$ cat src/rtl/core/oaids_pkg.sv
package oaids_pkg;

  // Number of cells in the chain, one stored entry each.
  localparam int CAPACITY = 64;
  // A dump emits at most this many items.
  localparam int MAX_RESULTS = 64;

  localparam int IDX_W = (CAPACITY > 1) ? $clog2(CAPACITY) : 1;
  localparam int CNT_W = $clog2(CAPACITY + 1);
  localparam int CMP_W = (CNT_W > 7) ? CNT_W : 7;

  // The search result is located a group of eight cells per cycle.
  localparam int GRP_SIZE = 8;
  localparam int NGRP = (CAPACITY + GRP_SIZE - 1) / GRP_SIZE;
  localparam int GRP_W = (NGRP > 1) ? $clog2(NGRP) : 1;
  localparam int SIDX_W = GRP_W + 3;

  localparam int REQ_W = 3;
  localparam int POS_W = 6;
  localparam int DATA_W = 32;
  localparam int STATUS_W = 3;
  localparam int OIDX_W = 6;
  localparam int FILL_W = 7;

  typedef enum logic [REQ_W-1:0] {
    REQ_CLEAR  = 3'd0,
    REQ_APPEND = 3'd1,
    REQ_DUMP   = 3'd2,
    REQ_INSERT = 3'd3,
    REQ_DELETE = 3'd4,
    REQ_SEARCH = 3'd5
  } req_t;

  typedef enum logic [STATUS_W-1:0] {
    ST_OK       = 3'd0,
    ST_EMPTY    = 3'd1,
    ST_FULL     = 3'd2,
    ST_BADPOS   = 3'd3,
    ST_NOTFOUND = 3'd4
  } status_t;

  typedef enum logic [2:0] {
    CELL_HOLD    = 3'd0,
    CELL_INSERT  = 3'd1,
    CELL_DELETE  = 3'd2,
    CELL_ROTATE  = 3'd3,
    CELL_COMPARE = 3'd4
  } cell_op_t;

  // Command broadcast to every cell of the chain.
  typedef struct packed {
    cell_op_t                 op;
    logic [CNT_W-1:0]         pos;
    logic [CNT_W-1:0]         count;
    logic signed [DATA_W-1:0] value;
  } cell_cmd_t;

endpackage

$ cat src/rtl/core/oaids_cell.sv
module oaids_cell (
  input  logic                               clk,
  input  oaids_pkg::cell_cmd_t               cmd,
  input  logic [oaids_pkg::CNT_W-1:0]        my_index,
  input  logic signed [oaids_pkg::DATA_W-1:0] prev_data,
  input  logic signed [oaids_pkg::DATA_W-1:0] next_data,
  output logic signed [oaids_pkg::DATA_W-1:0] data,
  output logic                               match
);

  // Each cell decides from its own index whether it shifts, loads or holds.
  always_ff @(posedge clk) begin
    unique case (cmd.op)
      oaids_pkg::CELL_INSERT: begin
        if (my_index > cmd.pos) begin
          data <= prev_data;
        end else if (my_index == cmd.pos) begin
          data <= cmd.value;
        end
      end
      oaids_pkg::CELL_DELETE: begin
        if (my_index >= cmd.pos) begin
          data <= next_data;
        end
      end
      oaids_pkg::CELL_ROTATE: begin
        data <= next_data;
      end
      oaids_pkg::CELL_COMPARE: begin
        match <= (data == cmd.value) && (my_index < cmd.count);
      end
      default: begin
      end
    endcase
  end

endmodule

$ cat config.mk
export PLATFORM = sky130hd
export DESIGN_NAME = oaids_cell
export DESIGN_NICKNAME = d
export VERILOG_FILES = /design/src/rtl/core/oaids_pkg.sv /design/src/rtl/core/oaids_cell.sv
export SDC_FILE = /design/constraint.sdc
export NUM_CORES = 1
export LEC_CHECK = 0
export ABC_AREA = 1
export CORE_MARGIN = 2
export CORE_UTILIZATION = 60
export CTS_BUF_LIST = sky130_fd_sc_hd__clkbuf_8
export DETAILED_ROUTE_END_ITERATION = 16
export DONT_BUFFER_PORTS = 1
export PLACE_DENSITY = 0.9
export SLEW_MARGIN = 20
export SYNTH_ARGS = -nofsm -noshare
export SYNTH_HDL_FRONTEND = slang
export SYNTH_SLANG_ARGS = --single-unit
$ cat constraint.sdc
create_clock -name clk -period 3.3 [get_ports clk]
set_clock_uncertainty 0.2 [all_clocks]
set_input_delay 0.33 -clock clk [delete_from_list [all_inputs] [get_ports clk]]
set_output_delay 0.33 -clock clk [all_outputs]
set_load 0.02 [all_outputs]
==> key figures <==
Run status
  – Status: completed

Detailed routing
  – Drt via density: approximately 5.6
  – Initial DRC count: about 230
  – DRT Wirelength: between 7 and 8 mm
  – Routed via count: 2711
  – DRC violations left: 0
  – Routed wire per std cell: about 15 µm
  – Final ANT Viol Nets: 0
  – Detailed Routing Iterations Pass 1: 5

Floorplanning
  – Die height: between 70 and 80 µm
  – Core area: roughly 4600 µm²
  – DIE WIDTH: 72.8 µm
  – Die Area: ~5300 µm²
  – Top Ports: roughly 150
  – # rows: 25
  – Starting Density: 0.614

Critical path
  – Critical path startpoint category: input pin
  – Worst path cell trace: inv_1 > ha_1 > nand2_2 > inv_1 > a21oi_2 > nand2_4 > nand2_2 > nand2_1 > nand3_1 > nand2_1
  – Reg2reg setup slack: between 1.5 and 2 ns
  – Worst setup EP type: flip-flop
  – CP max stage delay: approximately 0.56 ns
  – R2r endpoint: match
  – CP max-delay cell: nand2_2
  – Top Family by Delay on Critical Path: simple AND/OR/NAND/NOR gates
  – Worst-path fanout max: 33
  – Path depth of the worst reg2reg path: 7
  – Worst path arrival time: 2.15 ns
  – Critical path class: in -> reg
  – Worst EP required: between 3 and 4 ns
  – Crit path buffers/inverters: 2
  – R2R Path Start: data[4]

Synth
  – Post-Synthesis Cells: between 400 and 500
  – Synth unique cells: 22
  – Synthesized area: 2840 µm²
  – Largest area contributor in the netlist: edfxtp_1
  – Yosys warning count: 0
  – Async SR Flop Fraction: 0
  – Main flop type after synthesis: edfxtp_1
  – Syn nets: roughly 570
  – Share of the synthesized area in the top cell type: 0.349
  – Mean Syn Cell Area: 6.57 µm²
  – Synth cell count leaders: nand2_1, inv_1, nand3_1
  – Count leader, synth: nand2_1
  – FF+latch count, synth: 33
  – Synth area leaders: edfxtp_1, nand2_1, nand3_1
  – Part of the Yosys area used for sequential elements: 0.349
  – Post-synth EDFFs: 33

Finish
  – ANT cells: 0
  – Final Util: 0.635
  – Area occupied by multi-input gates: approximately 1400 µm²
  – Fill count: around 430
  – Share of cells above drive strength 1: 0.0398
  – Non-Filler Instances: ~480
  – Register area: just under 1000 µm²
  – Total Nets Final: between 500 and 600
  – Synth-to-Final Area Change: 3.48%

Worst hold path
  – Worst min-delay path category: in -> reg
  – WHS Endpoint: data[8]
  – Hold Crit Depth: 2
  – Min-delay src: next_data[8]

Clocking
  – Clock Tree Root: clkbuf_8
  – H-tree depth: 2
  – # clock sinks: 33
  – Later-pin clock latency in the skew report: 0.28 ns
  – CTS tree: done
  – Clock Path Buffers: 2
  – Post-CTS Repair Setup Buffers: 0
  – # hold bufs at CTS: 0
  – Resize count post-CTS: 0
  – CTS buffer count: 5
  – Clk slew on worst S/H paths: roughly 0.070 ns

Run
  – Number of max-cap violations: 0

GRT
  – Grt ovf: 0
  – Initial antenna violation count: 0
  – First-pass GRT wire length: ~12 mm
  – Vias in the first global route: 2610
  – Largest net degree at the start of global routing: 34
  – GRT Overall Usage: 0.282

Place
  – Port buffer count: 0
  – Setup WS pre-CTS: about 0.71 ns
  – Placed Cells incl. Taps: between 400 and 500
  – Hpwl dp: around 5.6 mm
  – Placer Congestion: ~0.83

Timing
  – Max-slew violation total from the final report: 0
  – Tcrit/Tclk final: 0.700
  – Slew Limit Headroom: 0.353
  – Final Hold Viols: 0
  – Setup TNS: 0 ns
  – RSZ-0062 raised after global routing: no
  – Final setup vio count: 0
  – Final worst slack: a little under 1 ns
  – Achievable Freq: around 430 MHz
  – Least-Margin Pin Slew: 0.970 ns
  – Fin crit period: 2.31 ns

Power and ir drop
  – Static Leak: around 0.0016 µW
  – Peak VDD IR: 0.243 mV
  – Power Dens Cells: between 400 and 500 nW/µm²
-- cells in the final DEF, fill, tap and decap left out, types with 2 or more instances in the layout --
| master | count |
|---|---|
| a21oi_1 | 3 |
| buf_4 | 3 |
| clkbuf_8 | 5 |
| edfxtp_1 | 33 |
| ha_1 | 13 |
| inv_1 | 91 |
| nand2_1 | 149 |
| nand2_2 | 3 |
| nand3_1 | 70 |
| nor2_1 | 20 |
| nor2_4 | 2 |
| o21ai_0 | 17 |
| xnor2_1 | 10 |
-- metrics by stage --
stage                     area, µm²  power (µW)  hold slack [ns]
final                          2940        1220           0.0326
after global routing           2940        1280           0.0329
after CTS                      2940        1220           0.0284
after detailed placement       2860         941            0.321
after global placement         2860         928            0.318
after floorplan                2840         873            0.316
-- worst max path at each step --
| stage | start | end | slack (ns) | depth (start not counted) |
|---|---|---|---|---|
| floorplan | cmd[45] | data[0] | 0.22 | 8 |
| global placement | cmd[45] | data[8] | 0.80 | 9 |
| detailed placement | cmd[45] | data[21] | 0.71 | 10 |
| CTS | cmd[45] | data[21] | 1.00 | 10 |
| global route | cmd[45] | data[0] | 0.82 | 10 |
| finish | cmd[45] | data[13] | 0.99 | 10 |
-- cell type report --
cell class	instances	share of cell area
Multi-Input combinational cell	294	0.491
Sequential cell	33	0.337
Inverter	90	0.115
Clock buffer	5	0.0234
Tap cell	54	0.0230
Timing Repair Buffer	3	0.00766
Clock inverter	2	0.00255
-- kinds of logic after synthesis --
group | after synthesis | synth area share
compound gates | 21 | 0.0383
xor+xnor | 11 | 0.0339
simple gates | 249 | 0.376
flops | 33 | 0.349
fa+ha+maj | 13 | 0.0573
buf+inv | 105 | 0.145
-- worst register-to-register path: stages (launching register included) --
cell,delay [ns]
edfxtp_1,0.51
nand2_1,0.15
o21ai_0,0.13
nor2_1,0.12
nand2_1,0.05
nor2_1,0.09
nand3_1,0.09
nor2_1,0.11
-- sequential cells by signal (all words and copies together) (netlist names) --
name,count
data,32
match,1
-- metal layers --
| metal | vias to the layer above | routed length, µm | track usage |
|---|---|---|---|
| li1 | 1323 | - | - |
| met1 | 1227 | 2860 | 0.321 |
| met2 | 150 | 3750 | 0.503 |
| met3 | 11 | 693 | 0.0912 |
| met4 | 0 | 129 | 0.0823 |
| met5 | - | 0 | 0 |
-- power by group --
| group | leakage, µW | internal (µW) | switching (µW) | total (µW) |
|---|---|---|---|---|
| Sequential | 0.000309 | 532 | 102 | 633 |
| Clock | 0.0000428 | 139 | 147 | 287 |
| Combinational | 0.00124 | 109 | 193 | 302 |
| Total | 0.00159 | 780 | 442 | 1220 |
No activity file was read; power rests on OpenSTA's default activity.
